## src/rtl/tcs_pkg.sv

```systemverilog
// Shared types and constants for the time tag coincidence sifter.
// Used by tcs_front, tcs_back and time_tag_coincidence_sifter; depends on nothing.
package tcs_pkg;

  localparam int TIME_WIDTH            = 60;
  localparam int MASK_WIDTH            = 4;
  localparam int TAG_WIDTH             = 64;
  localparam int OUT_WIDTH             = 32;
  localparam int WINDOW_WIDTH          = 32;
  localparam int SHIFT_WIDTH           = 42;
  localparam int DIFF_WIDTH            = TIME_WIDTH + 2;
  localparam int CFG_INDEX_WIDTH       = 2;
  localparam int CFG_DATA_WIDTH        = 42;
  localparam int COUNTER_WIDTH_DEFAULT = 32;
  localparam int QUEUE_DEPTH_DEFAULT   = 4;

  localparam logic [WINDOW_WIDTH-1:0] WINDOW_RESET = 32'd1500;

  // Detector mask groups of the two bases.
  localparam logic [MASK_WIDTH-1:0] DIAG_BITS = 4'h3;
  localparam logic [MASK_WIDTH-1:0] RECT_BITS = 4'hC;

  // Basis codes reported with a coincidence.
  localparam logic [1:0] BASIS_NONE = 2'd0;
  localparam logic [1:0] BASIS_HV   = 2'd1;
  localparam logic [1:0] BASIS_AD   = 2'd2;

  // Configuration register indexes.
  localparam logic [CFG_INDEX_WIDTH-1:0] CFG_WINDOW = 2'd0;
  localparam logic [CFG_INDEX_WIDTH-1:0] CFG_SHIFT  = 2'd1;

  typedef struct packed {
    logic                 from_bob;
    logic [TAG_WIDTH-1:0] tag_word;
  } tag_t;

  // A tag after decoding, as it waits in the queue.
  typedef struct packed {
    logic                  from_bob;
    logic [TIME_WIDTH-1:0] stamp;
    logic [MASK_WIDTH-1:0] mask;
  } entry_t;

  typedef struct packed {
    logic                    next_side;
    logic                    coincidence;
    logic [OUT_WIDTH-1:0]    alice_index;
    logic [OUT_WIDTH-1:0]    bob_index;
    logic [1:0]              basis_code;
    logic                    bit_error;
    logic [OUT_WIDTH-1:0]    coincidence_total;
    logic [OUT_WIDTH-1:0]    sifted_total;
    logic [OUT_WIDTH-1:0]    error_total;
    logic [OUT_WIDTH-1:0]    hv_total;
    logic [OUT_WIDTH-1:0]    ad_total;
    logic [OUT_WIDTH-1:0]    hv_errors;
  } result_t;

  typedef struct packed {
    logic [WINDOW_WIDTH-1:0]       window;
    logic signed [SHIFT_WIDTH-1:0] shift;
  } cfg_t;

  // Head of the queue as the back end sees it.
  typedef struct packed {
    logic   valid;
    entry_t entry;
  } queue_head_t;

endpackage

```

## src/rtl/tcs_front.sv

```systemverilog
// Front end of the sifter: accepts tag items, splits each tag word into
// time and mask, and holds them in a short queue. Depends on tcs_pkg.
module tcs_front import tcs_pkg::*; #(
  parameter int QUEUE_DEPTH = QUEUE_DEPTH_DEFAULT
) (
  input  logic        clk,
  input  logic        rst,
  input  logic        tag_valid,
  output logic        tag_stall,
  input  tag_t        tag_item,
  output queue_head_t head,
  input  logic        pop
);

  localparam int AW = (QUEUE_DEPTH > 1) ? $clog2(QUEUE_DEPTH) : 1;
  localparam int CW = $clog2(QUEUE_DEPTH + 1);

  entry_t          slots [QUEUE_DEPTH];
  logic [AW-1:0]   wr_ptr;
  logic [AW-1:0]   rd_ptr;
  logic [CW-1:0]   count;
  logic            push;
  logic            do_pop;
  entry_t          decoded;

  assign tag_stall = (count == CW'(QUEUE_DEPTH));
  assign push      = tag_valid && !tag_stall;
  assign do_pop    = pop && (count != '0);

  always_comb begin
    decoded.from_bob = tag_item.from_bob;
    decoded.stamp    = tag_item.tag_word[TAG_WIDTH-1:MASK_WIDTH];
    decoded.mask     = tag_item.tag_word[MASK_WIDTH-1:0];
  end

  assign head.valid = (count != '0);
  assign head.entry = slots[rd_ptr];

  always_ff @(posedge clk) begin
    if (push) begin
      slots[wr_ptr] <= decoded;
    end
  end

  always_ff @(posedge clk) begin
    if (rst) begin
      wr_ptr <= '0;
      rd_ptr <= '0;
      count  <= '0;
    end else begin
      if (push) begin
        wr_ptr <= (wr_ptr == AW'(QUEUE_DEPTH - 1)) ? '0 : wr_ptr + 1'b1;
      end
      if (do_pop) begin
        rd_ptr <= (rd_ptr == AW'(QUEUE_DEPTH - 1)) ? '0 : rd_ptr + 1'b1;
      end
      count <= count + CW'(push) - CW'(do_pop);
    end
  end

endmodule

```

## src/rtl/tcs_back.sv

```systemverilog
// Back end of the sifter: holds the head tag of each side, matches them,
// keeps ordinals and counters, and owns the result register. Depends on tcs_pkg.
module tcs_back import tcs_pkg::*; #(
  parameter int COUNTER_WIDTH = COUNTER_WIDTH_DEFAULT
) (
  input  logic        clk,
  input  logic        rst,
  input  cfg_t        cfg,
  input  queue_head_t head,
  output logic        pop,
  output logic        result_valid,
  input  logic        result_stall,
  output result_t     result_item
);

  localparam int OW = (COUNTER_WIDTH < OUT_WIDTH) ? COUNTER_WIDTH : OUT_WIDTH;

  logic [TIME_WIDTH-1:0]    alice_time, bob_time;
  logic [MASK_WIDTH-1:0]    alice_mask, bob_mask;
  logic                     alice_held, bob_held;
  logic [COUNTER_WIDTH-1:0] alice_ordinal, bob_ordinal;
  logic [COUNTER_WIDTH-1:0] coinc_counter, sift_counter, err_counter;
  logic [COUNTER_WIDTH-1:0] hv_counter, ad_counter, hv_err_counter;

  logic [TIME_WIDTH-1:0]    alice_time_next, bob_time_next;
  logic [MASK_WIDTH-1:0]    alice_mask_next, bob_mask_next;
  logic                     alice_held_next, bob_held_next;
  logic                     take, both;
  logic signed [DIFF_WIDTH-1:0] diff, half;
  logic                     late, early, coin, ad_hit, hv_hit, mismatch;
  logic                     alice_done, bob_done;
  logic                     alice_held_after;
  result_t                  result_next;

  function automatic logic [OUT_WIDTH-1:0] low_out(input logic [COUNTER_WIDTH-1:0] c);
    return OUT_WIDTH'(c[OW-1:0]);
  endfunction

  // A new item may enter the result register when it is empty or being taken.
  assign pop = head.valid && (!result_valid || !result_stall);

  always_comb begin
    take            = (head.entry.from_bob == alice_held);
    alice_time_next = alice_time;
    alice_mask_next = alice_mask;
    alice_held_next = alice_held;
    bob_time_next   = bob_time;
    bob_mask_next   = bob_mask;
    bob_held_next   = bob_held;
    if (take && !head.entry.from_bob) begin
      alice_time_next = head.entry.stamp;
      alice_mask_next = head.entry.mask;
      alice_held_next = 1'b1;
    end
    if (take && head.entry.from_bob) begin
      bob_time_next = head.entry.stamp;
      bob_mask_next = head.entry.mask;
      bob_held_next = 1'b1;
    end
  end

  always_comb begin
    both  = alice_held_next && bob_held_next;
    diff  = $signed({2'b00, bob_time_next}) - $signed({2'b00, alice_time_next})
            + DIFF_WIDTH'(cfg.shift);
    half  = $signed(DIFF_WIDTH'(cfg.window[WINDOW_WIDTH-1:1]));
    late  = diff > half;
    early = diff < -half;
    coin  = both && !late && !early;
    alice_done = both && !early;
    bob_done   = both && !late;
    ad_hit   = |(alice_mask_next & DIAG_BITS) && |(bob_mask_next & DIAG_BITS);
    hv_hit   = |(alice_mask_next & RECT_BITS) && |(bob_mask_next & RECT_BITS) && !ad_hit;
    mismatch = (alice_mask_next != bob_mask_next);
    alice_held_after = alice_held_next && !alice_done;
  end

  always_comb begin
    result_next                   = '0;
    result_next.next_side         = alice_held_after;
    result_next.coincidence       = coin;
    if (coin) begin
      result_next.alice_index = low_out(alice_ordinal);
      result_next.bob_index   = low_out(bob_ordinal);
      result_next.basis_code  = ad_hit ? BASIS_AD : (hv_hit ? BASIS_HV : BASIS_NONE);
      result_next.bit_error   = (ad_hit || hv_hit) && mismatch;
    end
    result_next.coincidence_total = low_out(coinc_counter + COUNTER_WIDTH'(coin));
    result_next.sifted_total      = low_out(sift_counter
                                    + COUNTER_WIDTH'(coin && (ad_hit || hv_hit)));
    result_next.error_total       = low_out(err_counter
                                    + COUNTER_WIDTH'(coin && (ad_hit || hv_hit) && mismatch));
    result_next.hv_total          = low_out(hv_counter + COUNTER_WIDTH'(coin && hv_hit));
    result_next.ad_total          = low_out(ad_counter + COUNTER_WIDTH'(coin && ad_hit));
    result_next.hv_errors         = low_out(hv_err_counter
                                    + COUNTER_WIDTH'(coin && hv_hit && mismatch));
  end

  always_ff @(posedge clk) begin
    if (pop) begin
      alice_time  <= alice_time_next;
      alice_mask  <= alice_mask_next;
      bob_time    <= bob_time_next;
      bob_mask    <= bob_mask_next;
      result_item <= result_next;
    end
  end

  always_ff @(posedge clk) begin
    if (rst) begin
      alice_held     <= 1'b0;
      bob_held       <= 1'b0;
      alice_ordinal  <= '0;
      bob_ordinal    <= '0;
      coinc_counter  <= '0;
      sift_counter   <= '0;
      err_counter    <= '0;
      hv_counter     <= '0;
      ad_counter     <= '0;
      hv_err_counter <= '0;
      result_valid   <= 1'b0;
    end else begin
      if (pop) begin
        alice_held    <= alice_held_after;
        bob_held      <= bob_held_next && !bob_done;
        alice_ordinal <= alice_ordinal + COUNTER_WIDTH'(alice_done);
        bob_ordinal   <= bob_ordinal + COUNTER_WIDTH'(bob_done);
        coinc_counter <= coinc_counter + COUNTER_WIDTH'(coin);
        sift_counter  <= sift_counter + COUNTER_WIDTH'(coin && (ad_hit || hv_hit));
        err_counter   <= err_counter
                         + COUNTER_WIDTH'(coin && (ad_hit || hv_hit) && mismatch);
        hv_counter     <= hv_counter + COUNTER_WIDTH'(coin && hv_hit);
        ad_counter     <= ad_counter + COUNTER_WIDTH'(coin && ad_hit);
        hv_err_counter <= hv_err_counter + COUNTER_WIDTH'(coin && hv_hit && mismatch);
        result_valid   <= 1'b1;
      end else if (!result_stall) begin
        result_valid <= 1'b0;
      end
    end
  end

endmodule

```

## src/rtl/time_tag_coincidence_sifter.sv

```systemverilog
// An accepted tag item is queued first; its result is registered as it leaves the queue.
// Throughput: one item per cycle unless stalled; the result register and the front queue
// let both sides stall independently; queue depth sets how many items are taken under stall.
// Reset (rst, synchronous, active high) empties the queue, drops both held heads, clears
// the ordinals and all totals, and sets the window to 1500 and the delay shift to 0.
// Top level of the time tag coincidence sifter; depends on tcs_pkg, tcs_front, tcs_back.
module time_tag_coincidence_sifter import tcs_pkg::*; #(
  parameter int COUNTER_WIDTH = COUNTER_WIDTH_DEFAULT,
  parameter int QUEUE_DEPTH   = QUEUE_DEPTH_DEFAULT
) (
  input  logic                       clk,
  input  logic                       rst,
  // Tag items in.
  input  logic                       tag_valid,
  output logic                       tag_stall,
  input  tag_t                       tag_item,
  // Result items out.
  output logic                       result_valid,
  input  logic                       result_stall,
  output result_t                    result_item,
  // Configuration writes.
  input  logic                       cfg_valid,
  output logic                       cfg_ready,
  input  logic [CFG_INDEX_WIDTH-1:0] cfg_index,
  input  logic [CFG_DATA_WIDTH-1:0]  cfg_data
);

  // The configuration registers live here. Writes are always taken; an index beyond
  // the two defined registers is simply dropped. The user must write only while the block
  // is idle, unchecked by the block, so the back end can read these registers directly.
  cfg_t        cfg;
  queue_head_t head;
  logic        pop;

  assign cfg_ready = 1'b1;

  always_ff @(posedge clk) begin
    if (rst) begin
      cfg.window <= WINDOW_RESET;
      cfg.shift  <= '0;
    end else if (cfg_valid && cfg_ready) begin
      case (cfg_index)
        CFG_WINDOW: cfg.window <= cfg_data[WINDOW_WIDTH-1:0];
        CFG_SHIFT:  cfg.shift  <= $signed(cfg_data[SHIFT_WIDTH-1:0]);
        default: begin
        end
      endcase
    end
  end

  // The front end only decodes and queues tags. Whether a tag belongs to the
  // side the sifter wants depends on the held heads, so every item is queued
  // and the back end decides; a tag for the other side still gives a result.
  tcs_front #(
    .QUEUE_DEPTH(QUEUE_DEPTH)
  ) u_front (
    .clk      (clk),
    .rst      (rst),
    .tag_valid(tag_valid),
    .tag_stall(tag_stall),
    .tag_item (tag_item),
    .head     (head),
    .pop      (pop)
  );

  // The back end handles one queued item per cycle unless the result is stalled: a tag for
  // the side it wants is loaded into that side's head; it forms bob minus alice plus the shift,
  // compares against half the window, and updates ordinals and totals in the same cycle.
  tcs_back #(
    .COUNTER_WIDTH(COUNTER_WIDTH)
  ) u_back (
    .clk         (clk),
    .rst         (rst),
    .cfg         (cfg),
    .head        (head),
    .pop         (pop),
    .result_valid(result_valid),
    .result_stall(result_stall),
    .result_item (result_item)
  );

  // A new result appears only when an item left the queue the cycle before.
  a_result_from_queue: assert property (@(posedge clk) disable iff (rst)
    $rose(result_valid) |-> $past(pop && head.valid))
    else $error("result appeared without a queued item");

  // An error is only reported on a coincidence with a matched basis.
  a_error_needs_basis: assert property (@(posedge clk) disable iff (rst)
    (result_valid && result_item.bit_error) |->
      (result_item.coincidence && result_item.basis_code != BASIS_NONE))
    else $error("bit error without a matched basis");

  // Without a coincidence the per-match fields stay zero.
  a_quiet_when_no_match: assert property (@(posedge clk) disable iff (rst)
    (result_valid && !result_item.coincidence) |->
      (result_item.alice_index == '0 && result_item.bob_index == '0 &&
       result_item.basis_code == BASIS_NONE))
    else $error("match fields set without a coincidence");

endmodule

```

## config.mk

```make
export PLATFORM = sky130hd
export DESIGN_NAME = time_tag_coincidence_sifter
export DESIGN_NICKNAME = d
export VERILOG_FILES = /design/src/rtl/tcs_pkg.sv /design/src/rtl/tcs_front.sv /design/src/rtl/tcs_back.sv /design/src/rtl/time_tag_coincidence_sifter.sv
export SDC_FILE = /design/constraint.sdc
export NUM_CORES = 2
export LEC_CHECK = 0
export ABC_AREA = 1
export BUFFER_PORTS_ARGS = -buffer_cell sky130_fd_sc_hd__buf_4
export CAP_MARGIN = 20
export CORE_AREA = 2 2 313 315
export CTS_CLUSTER_SIZE = 40
export DETAILED_ROUTE_END_ITERATION = 10
export DIE_AREA = 0 0 315 317
export PLACE_DENSITY = 0.76
export REMOVE_ABC_BUFFERS = 1
export SLEW_MARGIN = 20
export SYNTH_ARGS = -nofsm -noshare
export SYNTH_HDL_FRONTEND = slang
export SYNTH_SLANG_ARGS = --single-unit
```

## constraint.sdc

```tcl
create_clock -name clk -period 14.6 [get_ports clk]
set_input_delay 0 -clock clk [delete_from_list [all_inputs] [get_ports clk]]
set_output_delay 0 -clock clk [all_outputs]
set_load 0.01 [all_outputs]
```

Yosys cells after proc, flatten, opt, wreduce, memory -nomap -nowiden. Memories as Yosys holds them, arrays and structs flattened. A register that Yosys moved wholly into a read port is not among the register bits. Cells that the tools add are included.

Add/subtract/negate cells: 15. Multipliers: 0. Div/mod/pow operators: 0. Order comparisons: 2. Equality and inequality tests: 7. Shift-type cells: 0. Mux-type cells: 16. Bitwise logic cells: 1. Reductions and logical operators: 40.

Operators with widths (number): 32-bit by 1-bit adder with 32-bit output (8); 60-bit two-way mux (2); 61-bit by 42-bit adder with 62-bit output (1); 62-bit by 32-bit greater-than comparator with 1-bit output (1); 62-bit < comparator (1); 31-bit negator with 62-bit output (1); 60-bit by 60-bit subtractor with 61-bit output (1); 1-bit logical AND (20); 2-bit two-way mux (5); 2-bit OR reduction (5); 1-bit zero test (9); 4-bit two-way mux (2); 1-bit two-way mux (7); 2-bit by 1-bit adder with 2-bit output (second input constant) (2); 2-bit equality test (second input constant) (2); 4-bit inequality test (1); 2-bit AND reduction (2); 3-bit by 1-bit adder with 3-bit output (1); 3-bit equality test (second input constant) (1); 3-bit nonzero test (1); 3-bit by 1-bit subtractor with 3-bit output (1); 2-bit by 1-bit equality test with 1-bit output (second input constant) (1); 2-bit zero test (1); 1-bit logical OR (2); other kinds (3) (3).

Register bits after elaboration: 729. Bits in latches: 0. Bits in writable memories: 260. Bits in read-only memories: 0. Bits of input ports: 114. Memories kept: 1.

Memories: u_front.slots (words 4, bits a word 65, read ports 1, clocked after memory_dff 1, wr ports 1, line tcs_front.sv:18) `entry_t slots [QUEUE_DEPTH];`.

Longest topological paths before layout.
Word-level depth: 12. Gate-level depth with buffers: 78. Depth with buffers taken out: 75.

Modules after synthesis. A second synthesis with hierarchy kept.

Cells, all modules: 6502. Area, all modules: 54334.6 sq um.

Modules (own cells, without submodules): tcs_back (instances 1, cells an instance 5343, area an instance 40786.6 sq um, sequential area each 16866.2 sq um); tcs_front (instances 1, cells an instance 692, area an instance 10437.5 sq um, sequential area each 7987.7 sq um); time_tag_coincidence_sifter (instances 1, cells an instance 467, area an instance 3110.5 sq um, sequential area each 1481.4 sq um).

Worst setup path after synthesis. No wires, ideal clock.

Path type: reg2reg. From: reg u_front.count[1]. To: reg u_front.count[2]. Setup time: 0.119 ns. Arrival: 13.935 ns. Path slack: 0.545 ns. Cell stages (with the launch flop): 14. Buffers on the path: 2. Period minus slack after synthesis: 14.055 ns. Cells stage by stage: dfxtp_1 > inv_1 > nand3_1 > nand2_2 > inv_2 > clkbuf_1 > clkbuf_1 > ha_1 > inv_1 > ha_1 > inv_1 > fa_1 > o21ai_0 > a21oi_1.

RTL lines: start, declared (line tcs_front.sv:21) `logic [CW-1:0] count;`; start signal, assigned (line tcs_front.sv:57) `count <= count + CW'(push) - CW'(do_pop);`; 3-bit nonzero test (line tcs_front.sv:36) `assign head.valid = (count != '0);`; 1-bit logical AND (line tcs_back.sv:40) `assign pop = head.valid && (!result_valid || !result_stall);`; via pop (line time_tag_coincidence_sifter.sv:33) `logic pop;`; 1-bit logical AND (line tcs_front.sv:28) `assign do_pop = pop && (count != '0);`; 3-bit by 1-bit subtractor with 3-bit output (line tcs_front.sv:57).

The timed path passes the listed nets, and every way through them passes these cells. A chain may end at the register's enable or synchronous reset.

==> results.rst <==
.. list-table::
   :header-rows: 1

   * - Metric
     - Value
   * - Result of the run
     - finished, final reports clean
   * - Resize count post-CTS
     - 0
   * - Share of synthesized area occupied by flip-flops and latches
     - 0.4995
   * - CP startpoint kind
     - flip-flop
   * - Peak fanout along the critical path
     - 70
   * - CP most frequent cell
     - sky130_fd_sc_hd__nand2_1
   * - Max Cap Violations
     - 0
   * - Area of the multi-input gates
     - about 22,000 um^2
   * - Max Slew Vio Count
     - 0
   * - Area of all sequential standard cells
     - 26,320 um^2
   * - Maximum number of pins on one net before global-route repair
     - approximately 120
   * - Max Clock Freq
     - between 80 and 90 MHz
   * - RR Endpoint
     - u_back.sift_counter[28]
   * - Post-layout net count
     - approximately 7k
   * - Slowest Stage Delay on Critical Path
     - about 590 ps
   * - Iteration-0 DRC count of the detailed router
     - 4,121
   * - Setup TNS
     - 0 ps
   * - Ys flop type
     - sky130_fd_sc_hd__edfxtp_1
   * - Share of the clock period used by the worst path after layout
     - 0.8330
   * - Die Height
     - 317 um
   * - Commonest cells after routing, fill and taps aside
     - 1,120 x sky130_fd_sc_hd__nand2_1, 945 x sky130_fd_sc_hd__inv_1, 649 x sky130_fd_sc_hd__edfxtp_1, 632 x sky130_fd_sc_hd__nor2_1, 532 x sky130_fd_sc_hd__o21ai_0
   * - Overflow left after global routing
     - 0
   * - Hold depth
     - 2
   * - Antenna violations before repair
     - 6
   * - WL per Instance
     - 17.86 um
   * - Share of async-settable or async-resettable flops after synthesis
     - 0
   * - Max-Slew Margin vs Limit
     - 0.2643
   * - Hold violation count in the final report
     - 0
   * - Slowest cell on crit path
     - sky130_fd_sc_hd__buf_4
   * - R2R cell count
     - 64
   * - Buffers added on ports
     - between 300 and 400
   * - Mean number of vias per cell
     - between 5 and 6
   * - I/O pin total
     - around 380
   * - Die Footprint
     - 99,860 um^2
   * - Clock-pin slew reported for the worst setup and hold paths after clock tree synthesis
     - 60 ps
   * - Total of fill cells in the finished design
     - 7,925
   * - Origin of the worst min-delay path
     - tag_item[41]
   * - Root Buffer Master
     - sky130_fd_sc_hd__clkbuf_16
   * - Total standard cell area after synthesis
     - 52,680 um^2
   * - WP buf/inv
     - 7
   * - GP Congestion
     - ~1.0
   * - Tightest Hold Check Type
     - input pin to flip-flop
   * - Starting density of the core
     - 0.5472
   * - Synth Area per Inst
     - roughly 8.5 um^2
   * - Clk sinks
     - 990
   * - Total Routed Length
     - about 140,000 um
   * - Count of flip-flops with a built-in enable after synthesis
     - approximately 650
   * - Detailed Place HPWL
     - ~100,000 um
   * - Number of placement rows
     - between 100 and 150
   * - Slack of the critical path
     - 2438 ps
   * - Least-Margin Pin Slew
     - between 1000 and 1500 ps
   * - Top cell family by delay on the critical path
     - simple AND/OR/NAND/NOR gates
   * - Total global-route track usage
     - 0.2809
   * - First-pass iteration count of the detailed router
     - 9
   * - Total core area
     - slightly below 100,000 um^2
   * - Number of distinct standard cells referenced by the synthesized netlist
     - 60
   * - Required arrival time at the worst endpoint
     - ~15,000 ps
   * - TritonCTS buffer count
     - 99
   * - Detailed-route DRC error count
     - 0
   * - Via count of the first global-routing pass
     - 41.59k
   * - Unrepaired setup endpoints after global routing
     - false
   * - Synthesized instance count
     - just over 6k
   * - Die X-Extent
     - around 320 um
   * - Clock latency reported for the late side of the worst-skew pair
     - ~700 ps
   * - Area delta synth->final
     - 16.50%
   * - Worst slack at placement
     - 2265 ps
   * - Signal arrival time at the worst endpoint
     - ~13,000 ps
   * - Number of nets still failing antenna checks after routing
     - 0
   * - Final period demand of the worst path
     - 12,160 ps
   * - Post-synthesis sequential element count
     - between 900 and 1k
   * - Logic depth of the worst setup path including buffers
     - 64
   * - Number of H-tree levels
     - 3
   * - First-pass GRT wire length
     - roughly 220,000 um
   * - CTS Buffer Depth
     - 3
   * - Worst setup path class
     - flip-flop to flip-flop
   * - Clock tree from TritonCTS
     - built
   * - Worst setup EP type
     - flip-flop
   * - Worst setup slack for register-to-register paths
     - 2440 ps
   * - Number of post-CTS setup repair buffers
     - 0
   * - Capture endpoint of the worst hold path
     - u_front.slots[0][41]
   * - Count of yosys warnings during synthesis
     - 0
   * - Via Count
     - around 44k
   * - Share of cells above drive strength 1
     - 0.1175
   * - Final setup viols
     - 0
   * - Most common cell after layout, fill and taps aside
     - sky130_fd_sc_hd__nand2_1
   * - Setup clock skew after layout
     - around 27 ps
## cell usage after synthesis (all sizes together), types with 6 or more instances
library cell | count | area, um^2
o211ai | 15 | 112.6
o21bai | 9 | 67.56
nor4 | 34 | 261.5
a221oi | 6 | 52.55
xnor2 | 31 | 271.5
o21a | 12 | 90.09
a31oi | 32 | 200.2
nand2 | 1135 | 4308
nor2 | 718 | 2925
a211oi | 18 | 135.1
buf | 29 | 168.9
o21ai | 551 | 2758
ha | 234 | 2928
inv | 963 | 3617
edfxtp | 649 | 19490
or2 | 60 | 375.4
a21oi | 428 | 2142
dfxtp | 341 | 6827
nand3 | 218 | 1186
nand4 | 57 | 356.6
o22ai | 59 | 369.1
xor2 | 261 | 2286
clkbuf | 151 | 566.8
a21o | 8 | 60.06
nor3 | 126 | 753.2
## worst register-to-register path, delay by kind of cell, from the launching register on
| family | cells | cell delay [ps] |
|---|---|---|
| and+or+nand+nor | 40 | 5670 |
| AOI/OAI and AO/OA | 9 | 2220 |
| adders and majority gates | 6 | 1890 |
| buffers and inverters | 7 | 1380 |
| xor gates and xnor gates | 2 | 490 |
| DFF | 1 | 440 |
## layout make-up
| type | count | share of cell area |
|---|---|---|
| Antenna cell | 5 | 0.0002039 |
| Clock buffer | 128 | 0.04332 |
| Clock inverter | 58 | 0.01282 |
| Inverter | 964 | 0.05918 |
| Multi-Input combinational cell | 4052 | 0.3595 |
| Sequential cell | 990 | 0.4288 |
| Tap cell | 1276 | 0.02601 |
| Timing Repair Buffer | 531 | 0.07007 |
## routing by layer
metal	GRT usage	up-vias	part of all wire	wire length [um]
met2	0.4780	1575	0.48	68810
met1	0.3629	20350	0.41	59280
met5	0	-	0.00013	19
li1	-	21360	-	-
met4	0.1183	2	0.041	5801
met3	0.03469	313	0.063	9063
## worst max path at each step
| stage | endpoint | slack, ps | from |
|---|---|---|---|
| final | u_back.sift_counter[28] | 2440 | flip-flop |
| after global routing | u_back.err_counter[30] | 1040 | flip-flop |
| after CTS | u_back.sift_counter[28] | 2130 | flip-flop |
| after detailed placement | u_back.sift_counter[30] | 2270 | flip-flop |
| after global placement | u_back.ad_counter[30] | 2530 | flip-flop |
| after floorplan | u_back.ad_counter[30] | 820 | flip-flop |
## cell families after synthesis
logic type	synth area share
AND/OR/NAND/NOR	0.1954
AO/OA/AOI/OAI	0.1170
buffers and inverters	0.08270
flip-flops	0.4995
XOR/XNOR	0.04855
adder cells (fa/ha/maj)	0.05672
other	0.00007118
## sequential cells by signal (all words and copies together), names as in the netlist, 60 cells and up, named ones only
signal,cells
u_back.result_item,261
u_back.alice_time,60
u_front.slots,260
u_back.bob_time,60
cfg,73
## through the flow
stage               hold slack [ps]    util  area [um^2]  std cells
floorplan                     66.69       -        51950       6006
global placement              199.7  0.5886        56670       7689
detailed placement            201.8  0.5886        56670       7689
CTS                           5.749  0.6372        61350       7999
global route                  38.53  0.6374        61370       8001
finish                        37.73  0.6375        61380       8004
## timing repair
action / 4_1_cts / 5_1_grt
hold buffers: 124 / 0
setup endpoints to repair: 0 / 0
hold endpoints to repair: 361 / 0
Power is left out: the tool's default activity adds up to more than one toggle a clock period on the data nets, which glitch-free logic cannot reach.
